## config.mk

```make
export PLATFORM = sky130hd
export DESIGN_NAME = ps2_mouse_packet_cursor_tracker_core
export DESIGN_NICKNAME = d
export VERILOG_FILES = /design/src/rtl/core/mpct_pkg.sv /design/src/rtl/core/mpct_pkt_asm.sv /design/src/rtl/core/mpct_cursor.sv /design/src/rtl/core/ps2_mouse_packet_cursor_tracker_core.sv
export SDC_FILE = /design/constraint.sdc
export NUM_CORES = 1
export LEC_CHECK = 0
export BUFFER_PORTS_ARGS = -buffer_cell sky130_fd_sc_hd__buf_2
export CAP_MARGIN = 25
export CORE_ASPECT_RATIO = 0.8
export CORE_MARGIN = 8
export CORE_UTILIZATION = 55
export DETAILED_ROUTE_END_ITERATION = 8
export PLACE_DENSITY = 0.83
export SETUP_SLACK_MARGIN = 0.5
export SLEW_MARGIN = 20
export SYNTH_ARGS = -nofsm -noshare
export SYNTH_HDL_FRONTEND = slang
export SYNTH_SLANG_ARGS = --single-unit
```

## constraint.sdc

```tcl
create_clock -name i_clk -period 4.5 [get_ports i_clk]
set_input_delay 0.9 -clock i_clk [delete_from_list [all_inputs] [get_ports i_clk]]
set_output_delay 0.9 -clock i_clk [all_outputs]
set_load 0.1 [all_outputs]
```

## src/rtl/core/mpct_pkg.sv

```systemverilog
// ----------------------------------------------------------------------------
// mpct_pkg
// Shared constants, types and helpers for the mouse packet cursor tracker.
// ----------------------------------------------------------------------------
`default_nettype none

package mpct_pkg;

    localparam int COORD_BITS  = 12;
    localparam int CFG_W       = 13;
    localparam int BYTE_W      = 8;
    localparam int DELTA_W     = BYTE_W + 1;
    localparam int SUM_W       = COORD_BITS + 2;
    localparam int EXT_W       = (CFG_W > COORD_BITS + 1) ? CFG_W : COORD_BITS + 1;
    localparam int CAP         = 1 << COORD_BITS;
    localparam int OUT_BITS    = 2 * COORD_BITS + 3;
    localparam int OUT_TDATA_W = ((OUT_BITS + 7) / 8) * 8;

    // header byte bit positions
    localparam int HDR_LEFT   = 0;
    localparam int HDR_RIGHT  = 1;
    localparam int HDR_MIDDLE = 2;
    localparam int HDR_SYNC   = 3;
    localparam int HDR_XSIGN  = 4;
    localparam int HDR_YSIGN  = 5;

    // byte phase codes
    localparam logic [1:0] PH_HEADER = 2'd0;
    localparam logic [1:0] PH_XBYTE  = 2'd1;
    localparam logic [1:0] PH_YBYTE  = 2'd2;

    // config register indexes
    localparam logic CFG_WIDTH  = 1'b0;
    localparam logic CFG_HEIGHT = 1'b1;

    // completed packet, handed from assembler to cursor unit
    typedef struct packed {
        logic                      done;
        logic signed [DELTA_W-1:0] dx;
        logic signed [DELTA_W-1:0] dy;
        logic                      left;
        logic                      middle;
        logic                      right;
    } t_pkt;

    // clamp v to 0 .. res-1; res of zero pins to 0, res above CAP saturates
    function automatic logic [COORD_BITS-1:0] clamp_axis(
        input logic signed [SUM_W-1:0] v,
        input logic [CFG_W-1:0]        res
    );
        logic [EXT_W-1:0]        res_e;
        logic [COORD_BITS-1:0]   hi;
        logic signed [SUM_W-1:0] hi_s;
        logic [COORD_BITS-1:0]   r;
        res_e = EXT_W'(res);
        if (res_e == '0) begin
            hi = '0;
        end else if (res_e > EXT_W'(CAP)) begin
            hi = '1;
        end else begin
            hi = COORD_BITS'(res_e - EXT_W'(1));
        end
        hi_s = $signed({2'b00, hi});
        if (v < 0) begin
            r = '0;
        end else if (v > hi_s) begin
            r = hi;
        end else begin
            r = v[COORD_BITS-1:0];
        end
        return r;
    endfunction

endpackage

`default_nettype wire

```

## src/rtl/core/mpct_pkt_asm.sv

```systemverilog
// ----------------------------------------------------------------------------
// mpct_pkt_asm
// Groups mouse bytes into three-byte packets and forms the signed deltas.
// ----------------------------------------------------------------------------
`default_nettype none

module mpct_pkt_asm (
    input  wire logic                          i_clk,
    input  wire logic                          i_rst_n,
    input  wire logic                          i_adv,
    input  wire logic [mpct_pkg::BYTE_W-1:0]   i_byte,
    output mpct_pkg::t_pkt                     o_pkt
);

    logic [1:0]                  r_phase, n_phase;
    logic [mpct_pkg::BYTE_W-1:0] r_hdr;
    logic [mpct_pkg::BYTE_W-1:0] r_xbyte;

    always_comb begin
        n_phase        = mpct_pkg::PH_HEADER;
        o_pkt.done     = 1'b0;
        o_pkt.dx       = $signed({r_hdr[mpct_pkg::HDR_XSIGN], r_xbyte});
        o_pkt.dy       = $signed({r_hdr[mpct_pkg::HDR_YSIGN], i_byte});
        o_pkt.left     = r_hdr[mpct_pkg::HDR_LEFT];
        o_pkt.middle   = r_hdr[mpct_pkg::HDR_MIDDLE];
        o_pkt.right    = r_hdr[mpct_pkg::HDR_RIGHT];
        unique case (r_phase)
            mpct_pkg::PH_XBYTE: begin
                n_phase = mpct_pkg::PH_YBYTE;
            end
            mpct_pkg::PH_YBYTE: begin
                n_phase    = mpct_pkg::PH_HEADER;
                o_pkt.done = 1'b1;
            end
            default: begin
                // drop headers without the sync bit
                n_phase = i_byte[mpct_pkg::HDR_SYNC] ? mpct_pkg::PH_XBYTE
                                                     : mpct_pkg::PH_HEADER;
            end
        endcase
    end

    always_ff @(posedge i_clk) begin
        if (!i_rst_n) begin
            r_phase <= mpct_pkg::PH_HEADER;
        end else if (i_adv) begin
            r_phase <= n_phase;
        end
    end

    always_ff @(posedge i_clk) begin
        if (i_adv) begin
            if (r_phase != mpct_pkg::PH_XBYTE && r_phase != mpct_pkg::PH_YBYTE
                && i_byte[mpct_pkg::HDR_SYNC]) begin
                r_hdr <= i_byte;
            end
            if (r_phase == mpct_pkg::PH_XBYTE) begin
                r_xbyte <= i_byte;
            end
        end
    end

    a_phase_legal: assert property (@(posedge i_clk) disable iff (!i_rst_n)
        r_phase != 2'd3)
        else $error("byte phase reached unused code");

    a_hdr_synced: assert property (@(posedge i_clk) disable iff (!i_rst_n)
        (r_phase == mpct_pkg::PH_XBYTE) |-> r_hdr[mpct_pkg::HDR_SYNC])
        else $error("header held without sync bit");

    a_done_phase: assert property (@(posedge i_clk) disable iff (!i_rst_n)
        (i_adv && o_pkt.done) |=> (r_phase == mpct_pkg::PH_HEADER))
        else $error("phase did not return to header after packet");

endmodule

`default_nettype wire

```

## src/rtl/core/mpct_cursor.sv

```systemverilog
// ----------------------------------------------------------------------------
// mpct_cursor
// Holds screen size and cursor position; applies deltas and clamps.
// ----------------------------------------------------------------------------
`default_nettype none

module mpct_cursor (
    input  wire logic                              i_clk,
    input  wire logic                              i_rst_n,
    input  wire logic                              i_cfg_we,
    input  wire logic                              i_cfg_addr,
    input  wire logic [mpct_pkg::CFG_W-1:0]        i_cfg_data,
    input  wire logic                              i_adv,
    input  wire mpct_pkg::t_pkt                    i_pkt,
    output logic      [mpct_pkg::COORD_BITS-1:0]   o_next_x,
    output logic      [mpct_pkg::COORD_BITS-1:0]   o_next_y
);

    logic [mpct_pkg::CFG_W-1:0]        r_width;
    logic [mpct_pkg::CFG_W-1:0]        r_height;
    logic [mpct_pkg::COORD_BITS-1:0]   r_pos_x;
    logic [mpct_pkg::COORD_BITS-1:0]   r_pos_y;
    logic signed [mpct_pkg::SUM_W-1:0] w_sum_x;
    logic signed [mpct_pkg::SUM_W-1:0] w_sum_y;

    always_ff @(posedge i_clk) begin
        if (!i_rst_n) begin
            r_width  <= mpct_pkg::CFG_W'(640);
            r_height <= mpct_pkg::CFG_W'(480);
        end else if (i_cfg_we) begin
            unique case (i_cfg_addr)
                mpct_pkg::CFG_WIDTH:  r_width  <= i_cfg_data;
                mpct_pkg::CFG_HEIGHT: r_height <= i_cfg_data;
                default: ;
            endcase
        end
    end

    // screen Y grows downward, so dy is subtracted
    always_comb begin
        w_sum_x  = $signed({2'b00, r_pos_x}) + mpct_pkg::SUM_W'(i_pkt.dx);
        w_sum_y  = $signed({2'b00, r_pos_y}) - mpct_pkg::SUM_W'(i_pkt.dy);
        o_next_x = mpct_pkg::clamp_axis(w_sum_x, r_width);
        o_next_y = mpct_pkg::clamp_axis(w_sum_y, r_height);
    end

    always_ff @(posedge i_clk) begin
        if (!i_rst_n) begin
            r_pos_x <= '0;
            r_pos_y <= '0;
        end else if (i_adv && i_pkt.done) begin
            r_pos_x <= o_next_x;
            r_pos_y <= o_next_y;
        end
    end

    a_pos_hold: assert property (@(posedge i_clk) disable iff (!i_rst_n)
        !(i_adv && i_pkt.done) |=> ($stable(r_pos_x) && $stable(r_pos_y)))
        else $error("cursor moved without a packet");

    a_pos_load: assert property (@(posedge i_clk) disable iff (!i_rst_n)
        (i_adv && i_pkt.done) |=> (r_pos_x == $past(o_next_x)))
        else $error("cursor X not loaded on packet");

    a_cfg_hold: assert property (@(posedge i_clk) disable iff (!i_rst_n)
        !i_cfg_we |=> ($stable(r_width) && $stable(r_height)))
        else $error("screen size changed without a write");

endmodule

`default_nettype wire

```

## src/rtl/core/ps2_mouse_packet_cursor_tracker_core.sv

```systemverilog
// ----------------------------------------------------------------------------
// ps2_mouse_packet_cursor_tracker_core
// PS/2 mouse packet decoder with clamped cursor tracking.
// ----------------------------------------------------------------------------
//  channel   dir  payload
//  s_axis    in   tdata[7:0] mouse byte
//  m_axis    out  tdata: cursor_x, cursor_y, left, middle, right
//  cfg       in   we / addr / data[12:0]; 0 = width, 1 = height
//
//  One byte per cycle unless a stalled result blocks the input stage (see below).
//  Path: input word register, then delta add and clamp into the result register.
//  Header and X bytes give no result; the Y byte gives one.
//  Synchronous reset: 640x480, cursor at 0,0, expecting a header byte.
//  A stalled result blocks the input stage only when that stage holds a Y byte.
// ----------------------------------------------------------------------------
`default_nettype none

module ps2_mouse_packet_cursor_tracker_core (
    input  wire logic                                i_clk,
    input  wire logic                                i_rst_n,
    input  wire logic                                i_s_tvalid,
    output logic                                     o_s_tready,
    input  wire logic [mpct_pkg::BYTE_W-1:0]         i_s_tdata,   // data_byte
    output logic                                     o_m_tvalid,
    input  wire logic                                i_m_tready,
    // cursor_x, cursor_y, left_button, middle_button, right_button, zero pad
    output logic      [mpct_pkg::OUT_TDATA_W-1:0]    o_m_tdata,
    input  wire logic                                i_cfg_we,
    input  wire logic                                i_cfg_addr,
    input  wire logic [mpct_pkg::CFG_W-1:0]          i_cfg_data
);

    logic                              r_in_valid;
    logic [mpct_pkg::BYTE_W-1:0]       r_in_byte;
    logic                              r_out_valid;
    logic [mpct_pkg::OUT_BITS-1:0]     r_out_word;
    logic                              w_adv;
    mpct_pkg::t_pkt                    w_pkt;
    logic [mpct_pkg::COORD_BITS-1:0]   w_next_x;
    logic [mpct_pkg::COORD_BITS-1:0]   w_next_y;

    // stage moves unless it holds a finished packet and the result is stuck
    assign w_adv      = r_in_valid && !(w_pkt.done && r_out_valid && !i_m_tready);
    assign o_s_tready = !r_in_valid || w_adv;
    assign o_m_tvalid = r_out_valid;
    assign o_m_tdata  = mpct_pkg::OUT_TDATA_W'(r_out_word);

    always_ff @(posedge i_clk) begin
        if (!i_rst_n) begin
            r_in_valid <= 1'b0;
        end else if (o_s_tready) begin
            r_in_valid <= i_s_tvalid;
        end
    end

    always_ff @(posedge i_clk) begin
        if (o_s_tready && i_s_tvalid) begin
            r_in_byte <= i_s_tdata;
        end
    end

    mpct_pkt_asm u_asm (
        .i_clk   (i_clk),
        .i_rst_n (i_rst_n),
        .i_adv   (w_adv),
        .i_byte  (r_in_byte),
        .o_pkt   (w_pkt)
    );

    mpct_cursor u_cursor (
        .i_clk      (i_clk),
        .i_rst_n    (i_rst_n),
        .i_cfg_we   (i_cfg_we),
        .i_cfg_addr (i_cfg_addr),
        .i_cfg_data (i_cfg_data),
        .i_adv      (w_adv),
        .i_pkt      (w_pkt),
        .o_next_x   (w_next_x),
        .o_next_y   (w_next_y)
    );

    always_ff @(posedge i_clk) begin
        if (!i_rst_n) begin
            r_out_valid <= 1'b0;
        end else if (w_adv && w_pkt.done) begin
            r_out_valid <= 1'b1;
        end else if (i_m_tready) begin
            r_out_valid <= 1'b0;
        end
    end

    always_ff @(posedge i_clk) begin
        if (w_adv && w_pkt.done) begin
            r_out_word <= {w_pkt.right, w_pkt.middle, w_pkt.left, w_next_y, w_next_x};
        end
    end

    a_in_hold: assert property (@(posedge i_clk) disable iff (!i_rst_n)
        (r_in_valid && !w_adv) |=> (r_in_valid && $stable(r_in_byte)))
        else $error("input word lost while stage stalled");

    a_out_load: assert property (@(posedge i_clk) disable iff (!i_rst_n)
        (w_adv && w_pkt.done) |=> r_out_valid)
        else $error("finished packet gave no result");

    a_no_overwrite: assert property (@(posedge i_clk) disable iff (!i_rst_n)
        (r_out_valid && !i_m_tready) |-> !(w_adv && w_pkt.done))
        else $error("pending result overwritten");

endmodule

`default_nettype wire

```

==> results of run 1 <==
[report_power, final]
| part | leakage, nW | total, W | internal (W) | switching [W] |
|---|---|---|---|---|
| combinational | 2.27 | 0.000525 | 0.000220 | 0.000305 |
| clock | 0.137 | 0.000755 | 0.000386 | 0.000370 |
| sequential | 0.884 | 0.00103 | 0.000997 | 0.0000288 |
| total | 3.29 | 0.00231 | 0.00160 | 0.000704 |
[routing by layer]
metal,share of wire (%),routed length [µm],vias up,track usage [%]
met5,0,0,-,0
met1,41,7650,2692,29.2
met2,43,8130,357,30.8
met4,4.6,860,0,10.2
met3,11,2090,98,7.05
li1,-,-,2590,-
[registers in the layout (all words and copies together) (netlist names)]
name               flops
o_m_tvalid             1
r_in_byte              8
r_in_valid             1
r_out_word            27
u_asm.r_hdr            5
u_asm.r_phase          2
u_asm.r_xbyte          8
u_cursor.r_height     13
u_cursor.r_pos_x      12
u_cursor.r_pos_y      12
u_cursor.r_width      13
[kinds of logic after synthesis]
logic type               after synthesis
AO/OA/AOI/OAI                        175
XOR/XNOR                              29
adder cells (fa/ha/maj)               58
buffers and inverters                 82
flip-flops                           102
multiplexers                          24
other                                  1
AND/OR/NAND/NOR                      219
[cells in the mapped netlist, drive strengths merged, types with 3 or more instances]
cell type,instances
o21bai,3
a211oi,10
or2,4
a21o,10
or3,3
nand4,5
a21oi,33
mux2i,16
xor2,12
nor4,6
ha,56
dfxtp,54
a31oi,3
nand3,11
or4,4
nor2,46
clkbuf,15
o21ai,53
mux2,8
and2,5
o211ai,6
nand2,104
nor2b,5
nand2b,7
inv,57
xnor2,17
a211o,4
edfxtp,48
a21boi,23
buf,10
and3,3
nor3,7
o21a,9
[area by class of cell]
| cell class | count | share of cell area, % |
|---|---|---|
| Multi-Input combinational cell | 511 | 51.4 |
| Tap cell | 148 | 2.39 |
| Clock buffer | 10 | 2.96 |
| Sequential cell | 102 | 32.7 |
| Inverter | 57 | 2.76 |
| Timing Repair Buffer | 88 | 7.19 |
| Clock inverter | 6 | 0.694 |
[critical path, cell delays in order, from the launching register on]
cell	delay [ps]
sky130_fd_sc_hd__dfxtp_1	450
sky130_fd_sc_hd__ha_4	240
sky130_fd_sc_hd__a211o_1	330
sky130_fd_sc_hd__a21oi_2	240
sky130_fd_sc_hd__o211ai_2	160
sky130_fd_sc_hd__a31oi_1	190
sky130_fd_sc_hd__o21bai_1	120
sky130_fd_sc_hd__xnor2_1	290
sky130_fd_sc_hd__inv_1	120
sky130_fd_sc_hd__ha_1	350
sky130_fd_sc_hd__o21ai_1	90
sky130_fd_sc_hd__o21ai_2	200
sky130_fd_sc_hd__a21oi_2	110
sky130_fd_sc_hd__a211oi_2	310
sky130_fd_sc_hd__buf_4	170
sky130_fd_sc_hd__o211ai_1	160
sky130_fd_sc_hd__o211ai_4	190
sky130_fd_sc_hd__buf_12	190
sky130_fd_sc_hd__mux2i_4	300
sky130_fd_sc_hd__nor2_2	50
[stage by stage]
step / area (µm²) / hold WS, ps / setup TNS, ps / utilization (%)
floorplan: 6390 / 400 / 0 / -
global placement: 6740 / 401 / 0 / 59.0
detailed placement: 6740 / 412 / 0 / 59.0
CTS: 7270 / 428 / 0 / 63.6
global route: 7750 / 445 / -688 / 67.8
finish: 7750 / 430 / -16.8 / 67.8
[how the worst max path moves through the flow]
stage	depth (start not counted)	start	to	slack, ps
floorplan	18	r_in_byte[0]$_DFFE_PP_	r_out_word[22]$_DFFE_PP_	770
global placement	18	u_asm.r_xbyte[0]$_DFFE_PP_	r_out_word[5]$_DFFE_PP_	230
detailed placement	15	u_cursor.r_height[2]$_SDFFE_PN0P_	r_out_word[18]$_DFFE_PP_	130
CTS	18	u_asm.r_xbyte[1]$_DFFE_PP_	r_out_word[11]$_DFFE_PP_	420
global route	19	u_asm.r_xbyte[1]$_DFFE_PP_	u_cursor.r_pos_x[1]$_SDFFE_PN0P_	-70
finish	19	u_cursor.r_pos_x[1]$_SDFFE_PN0P_	r_out_word[2]$_DFFE_PP_	-8
[repair_timing]
action                                  CTS  global route
endpoints found under the setup margin   48            48
buffers inserted                          5            22
resized for setup                        38            72
pin swaps                                18            51
cloned                                    2             0
==> out/qor.json, run 1 <==
{
  "status": {"value": "complete, but fails checks"},
  "violated_checks": {"value": "negative setup slack"},
  "n_antenna_cell": {"value": 0},
  "rsz0062_at_grt": {"value": "true"},
  "tritoncts.num_buffers": {"value": 9},
  "most-common-layout-cells": {"value": "sky130_fd_sc_hd__nand2_1 (102), sky130_fd_sc_hd__inv_1 (55), sky130_fd_sc_hd__buf_2 (55)"},
  "pwr_density_cell": {"value": 298, "unit": "nW/µm²"},
  "crit-reg2reg-launch": {"value": "u_cursor.r_pos_x[1]$_SDFFE_PN0P_"},
  "top_level_ports": {"value": 61},
  "dominant_combinational_cell_family_by_area_after_synthesis": {"value": "compound AO/OA/AOI/OAI gates"},
  "synth_simple_gate_area_share": {"value": 16.1, "unit": "%"},
  "height_of_the_die": {"value": 112, "unit": "µm"},
  "crit_path_max_fanout": {"value": 6},
  "final_layout_size_suffix_gt1_share": {"value": 27.3, "unit": "%"},
  "ys_dominant_reg_cell": {"value": "sky130_fd_sc_hd__dfxtp_1"},
  "synth_top_cell_by_area": {"value": "sky130_fd_sc_hd__edfxtp_1"},
  "buffer_ports.inserted": {"value": 55},
  "post_route_clock_period_utilization": {"value": 100, "unit": "%"},
  "detailedRoute.firstIterationViolations": {"value": 758},
  "max_cap_viol_count": {"value": 0},
  "grt_max_degree": {"value": 35},
  "arrival": {"value": 4610, "unit": "ps"},
  "fmax": {"value": 222, "unit": "MHz"},
  "global_route_wire_length_before_repair": {"value": 26500, "unit": "µm"},
  "destination_of_the_worst_register_to_register_timing_path": {"value": "r_out_word[2]$_DFFE_PP_"},
  "core_area": {"value": 11400, "unit": "µm²"},
  "placer_s_final_routability_congestion_estimate": {"value": 0.971},
  "reg2regPathDepth": {"value": 19},
  "post_synth_num_cell_types": {"value": 73},
  "post_synth_mux_area_share": {"value": 4.16, "unit": "%"},
  "crit_path_start_kind": {"value": "register"},
  "vias_in_the_first_global_route": {"value": 5406},
  "yosys_register_bits": {"value": 102},
  "yosys_warnings": {"value": 0},
  "slew_headroom": {"value": 27.8, "unit": "%"},
  "drc_violations_left": {"value": 0},
  "regToRegSetupSlack": {"value": -8, "unit": "ps"},
  "ant_nets": {"value": 0},
  "synth_compound_gate_area_share": {"value": 18.8, "unit": "%"},
  "final_critical_path_setup_slack": {"value": -7.96, "unit": "ps"},
  "post-synth-top-area-fraction": {"value": 22.6, "unit": "%"},
  "worstHoldPathType": {"value": "reg -> reg"},
  "slew_violations": {"value": 0},
  "pre_cts_ws": {"value": 128, "unit": "ps"},
  "synth_top_cells_by_area": {"value": "sky130_fd_sc_hd__edfxtp_1 (23%), sky130_fd_sc_hd__dfxtp_1 (17%), sky130_fd_sc_hd__ha_1 (11%)"},
  "synth.cell_area": {"value": 6370, "unit": "µm²"},
  "synth-seq-area-share": {"value": 39.6, "unit": "%"},
  "cts_tree": {"value": "yes"},
  "synthesis.area_per_instance": {"value": 9.24, "unit": "µm²"},
  "period_needed": {"value": 4510, "unit": "ps"},
  "detailroute.via_count": {"value": 5737},
  "cts_hold_buf": {"value": 0},
  "p_leak": {"value": 3.29, "unit": "nW"},
  "post-dp-hpwl": {"value": 12000, "unit": "µm"},
  "finalClockSkew": {"value": 14.7, "unit": "ps"},
  "async_flop_share": {"value": 0, "unit": "%"},
  "cts.htree.levels": {"value": 3},
  "setup_violations": {"value": 3},
  "floorplan.die_area": {"value": 15300, "unit": "µm²"},
  "area.growth.synth_to_final": {"value": 21.5, "unit": "%"},
  "worstHoldStart": {"value": "u_asm.r_hdr[2]$_DFFE_PP_"},
  "holdPathStages": {"value": 0},
  "clock_network_latency_to_the_later_pin_of_the_worst_skew_pair": {"value": 360, "unit": "ps"},
  "worst_slew_pin_slew": {"value": 1080, "unit": "ps"},
  "cts.clk_slew.worst_paths": {"value": 70, "unit": "ps"},
  "globalRoute.totalOverflow": {"value": 0},
  "firstDrtPassIters": {"value": 7},
  "clock_path_buffers": {"value": 2},
  "stdcell_count": {"value": 922},
  "routed_wirelength": {"value": 18700, "unit": "µm"},
  "nNetsFinal": {"value": 854},
  "die-width": {"value": 136, "unit": "µm"},
  "hold_violations": {"value": 0},
  "multiInputGateArea": {"value": 3980, "unit": "µm²"},
  "antenna_found_initial": {"value": 0},
  "finalPower": {"value": 0.00231, "unit": "W"},
  "drt-vias-per-instance": {"value": 6.22},
  "leading_cell_type_in_the_layout_fill_and_taps_excluded": {"value": "sky130_fd_sc_hd__nand2_1"},
  "area_share_of_fa_ha_maj_cells_after_synthesis": {"value": 11.6, "unit": "%"},
  "path_class": {"value": "reg -> reg"},
  "cts_root_buf": {"value": "sky130_fd_sc_hd__clkbuf_16"},
  "start_util": {"value": 55.8, "unit": "%"},
  "number_of_enable_type_register_cells_in_the_synthesized_netlist": {"value": 48},
  "critPathRequiredTime": {"value": 4610, "unit": "ps"},
  "layout.area.seq": {"value": 2530, "unit": "µm²"},
  "numClockSinks": {"value": 102},
  "grt_use_total": {"value": 21.7, "unit": "%"},
  "fillers": {"value": 799},
  "peakVddDrop": {"value": 0.230, "unit": "mV"},
  "synth-xor-area-share": {"value": 3.98, "unit": "%"},
  "wl_per_cell": {"value": 20.3, "unit": "µm"},
  "core.rowCount": {"value": 35},
  "critPathCaptureType": {"value": "register"},
  "worstHoldEndpoint": {"value": "r_out_word[25]$_DFFE_PP_"},
  "syn-instance-count": {"value": 690},
  "placedCellCount": {"value": 877}
}
No activity file was read; power rests on OpenSTA's default activity.
==> inputs of run 2 (changes only) <==
--- a/config.mk
+++ b/config.mk
@@ -11,6 +11,7 @@
 export CORE_MARGIN = 8
 export CORE_UTILIZATION = 55
 export DETAILED_ROUTE_END_ITERATION = 8
+export MAX_ROUTING_LAYER = met4
 export PLACE_DENSITY = 0.83
 export SETUP_SLACK_MARGIN = 0.5
 export SLEW_MARGIN = 20
==> run 2 against run 1 <==
The flow now finishes without violations. Count of clock-buffer cells in the layout decreased by 1. Core utilization shrank 0.95 points. Critical path type unchanged. Die area is the same. Highest routed layer unchanged. Worst hold slack got worse by 2.3 ps.
==> out/qor.json, run 2 (synthesized netlist as in run 1, its figures left out) <==
{
  "crit_path_max_fanout": {"value": 6},
  "routed_wirelength": {"value": 17400, "unit": "µm"},
  "ant_nets": {"value": 0},
  "cts_root_buf": {"value": "sky130_fd_sc_hd__clkbuf_16"},
  "clock_network_latency_to_the_later_pin_of_the_worst_skew_pair": {"value": 360, "unit": "ps"},
  "layout.area.seq": {"value": 2530, "unit": "µm²"},
  "reg_top3": {"value": "r_out_word: 27 flops, u_cursor.r_height: 13 flops, u_cursor.r_width: 13 flops"},
  "n_antenna_cell": {"value": 0},
  "peakVddDrop": {"value": 0.249, "unit": "mV"},
  "multiInputGateArea": {"value": 3910, "unit": "µm²"},
  "critPathLaunch": {"value": "u_asm.r_xbyte[0]$_DFFE_PP_"},
  "fillers": {"value": 847},
  "route.layer.met1.wl": {"value": 7470, "unit": "µm"},
  "max_cap_viol_count": {"value": 0},
  "slew_headroom": {"value": 36.1, "unit": "%"},
  "destination_of_the_worst_register_to_register_timing_path": {"value": "r_out_word[10]$_DFFE_PP_"},
  "cts.htree.levels": {"value": 3},
  "setup-tns-final": {"value": 0, "unit": "ps"},
  "post_route_clock_period_utilization": {"value": 92.3, "unit": "%"},
  "worstHoldPathType": {"value": "reg -> reg"},
  "crit_path_start_kind": {"value": "register"},
  "global_route_wire_length_before_repair": {"value": 25700, "unit": "µm"},
  "height_of_the_die": {"value": 112, "unit": "µm"},
  "status": {"value": "finished clean"},
  "cts.clk_slew.worst_paths": {"value": 70, "unit": "ps"},
  "drc_violations_left": {"value": 0},
  "p_leak": {"value": 3.26, "unit": "nW"},
  "start_util": {"value": 55.8, "unit": "%"},
  "nNetsFinal": {"value": 849},
  "arrival": {"value": 4260, "unit": "ps"},
  "vias_in_the_first_global_route": {"value": 5198},
  "crit-reg2reg-launch": {"value": "u_asm.r_xbyte[0]$_DFFE_PP_"},
  "top_level_ports": {"value": 61},
  "antenna_found_initial": {"value": 0},
  "core_area": {"value": 11400, "unit": "µm²"},
  "wl_per_cell": {"value": 19.0, "unit": "µm"},
  "cp_slowest_stage_delay": {"value": 410, "unit": "ps"},
  "finalClockSkew": {"value": 9.93, "unit": "ps"},
  "largest_register": {"value": "r_out_word"},
  "routed-wl-met3": {"value": 1910, "unit": "µm"},
  "clock_path_buffers": {"value": 2},
  "final_layout_size_suffix_gt1_share": {"value": 25.5, "unit": "%"},
  "regToRegSetupSlack": {"value": 350, "unit": "ps"},
  "core.rowCount": {"value": 35},
  "floorplan.die_area": {"value": 15300, "unit": "µm²"},
  "placer_s_final_routability_congestion_estimate": {"value": 0.976},
  "drt-vias-per-instance": {"value": 6.03},
  "number_of_flip_flops_in_the_largest_register": {"value": 27},
  "die-width": {"value": 136, "unit": "µm"},
  "post-dp-hpwl": {"value": 12100, "unit": "µm"},
  "buffer_ports.inserted": {"value": 55},
  "critPathCaptureType": {"value": "register"},
  "most-common-layout-cells": {"value": "sky130_fd_sc_hd__nand2_1 (104), sky130_fd_sc_hd__inv_1 (55), sky130_fd_sc_hd__buf_2 (55)"},
  "pwr_density_cell": {"value": 297, "unit": "nW/µm²"},
  "critical-path-top-delay-family": {"value": "compound AO/OA/AOI/OAI gates"},
  "rsz0062_at_grt": {"value": "true"},
  "critPathRequiredTime": {"value": 4600, "unit": "ps"},
  "cts_hold_buf": {"value": 0},
  "globalRoute.totalOverflow": {"value": 0},
  "detailedRoute.firstIterationViolations": {"value": 541},
  "grt_use_total": {"value": 21.7, "unit": "%"},
  "area.growth.synth_to_final": {"value": 19.8, "unit": "%"},
  "hold_violations": {"value": 0},
  "slew_violations": {"value": 0},
  "top_layer_used": {"value": "met4"},
  "reg2regPathDepth": {"value": 19},
  "worst_slew_pin_slew": {"value": 953, "unit": "ps"},
  "worst-path-buf-inv": {"value": 4},
  "path_class": {"value": "reg -> reg"},
  "cts_tree": {"value": "yes"},
  "leading_cell_type_in_the_layout_fill_and_taps_excluded": {"value": "sky130_fd_sc_hd__nand2_1"},
  "setup_violations": {"value": 0},
  "finalPower": {"value": 0.00227, "unit": "W"},
  "period_needed": {"value": 4150, "unit": "ps"},
  "grt_max_degree": {"value": 35},
  "wl_met2": {"value": 7610, "unit": "µm"},
  "fmax": {"value": 241, "unit": "MHz"},
  "worst_path_cell_chain": {"value": "ha_4, inv_2, fa_2, nor2b_2, o31a_2, o41ai_4, buf_4, xnor2_2, inv_1, ha_4, nand4_1, nor2_2, a211oi_2, a211oi_2, o21ba_4, o211ai_4, clkbuf_16, mux2i_4, nor2_1"},
  "timing.critical_path.to": {"value": "r_out_word[10]$_DFFE_PP_"},
  "tritoncts.num_buffers": {"value": 9},
  "detailroute.via_count": {"value": 5530},
  "firstDrtPassIters": {"value": 5},
  "numClockSinks": {"value": 102},
  "cp_num_cells": {"value": 19},
  "worst_path_max_delay_cell": {"value": "sky130_fd_sc_hd__edfxtp_1"}
}
==> run 2: worst min-delay path by stage <==
stage	start	to	slack (ps)	cells past startpoint
finish	u_asm.r_hdr[2]$_DFFE_PP_	r_out_word[25]$_DFFE_PP_	430	0
global route	u_asm.r_hdr[0]$_DFFE_PP_	r_out_word[24]$_DFFE_PP_	430	0
CTS	u_asm.r_hdr[0]$_DFFE_PP_	r_out_word[24]$_DFFE_PP_	430	0
detailed placement	u_asm.r_hdr[0]$_DFFE_PP_	r_out_word[24]$_DFFE_PP_	410	0
global placement	u_asm.r_hdr[0]$_DFFE_PP_	r_out_word[24]$_DFFE_PP_	400	0
floorplan	u_asm.r_hdr[0]$_DFFE_PP_	r_out_word[24]$_DFFE_PP_	400	0
==> run 2: stage by stage <==
step	setup slack [ps]	hold WS, ps	cell area (µm²)	instances	utilization [%]
after floorplan	768	400	6390	694	-
after global placement	265	400	6740	877	59.0
after detailed placement	152	412	6740	877	59.0
after CTS	467	431	7280	901	63.7
after global routing	232	433	7640	917	66.8
final	345	428	7640	917	66.8
==> run 2: cell type report <==
type	instances	area share, %
Multi-Input combinational cell	511	51.2
Timing Repair Buffer	83	6.80
Sequential cell	102	33.1
Inverter	57	2.80
Clock inverter	7	0.737
Clock buffer	9	2.95
Tap cell	148	2.42
==> run 2: timing repair <==
action	in CTS	in global routing
hold endpoints to repair	0	0
endpoints found under the setup margin	48	48
cloned	2	0
buffers inserted	6	15
resized for setup	41	54
pin swaps	18	36
==> run 2: routing by layer <==
metal | vias to the layer above | track usage, %
met3 | 40 | 6.43
met2 | 285 | 31.5
met1 | 2620 | 28.7
li1 | 2585 | -
met4 | 0 | 6.14
met5 | - | -
==> run 2: report_power, final <==
group | leakage [nW] | switching, W | internal (W)
clock | 0.132 | 0.000370 | 0.000383
sequential | 0.883 | 0.0000273 | 0.000997
combinational | 2.24 | 0.000288 | 0.000202
total | 3.26 | 0.000685 | 0.00158
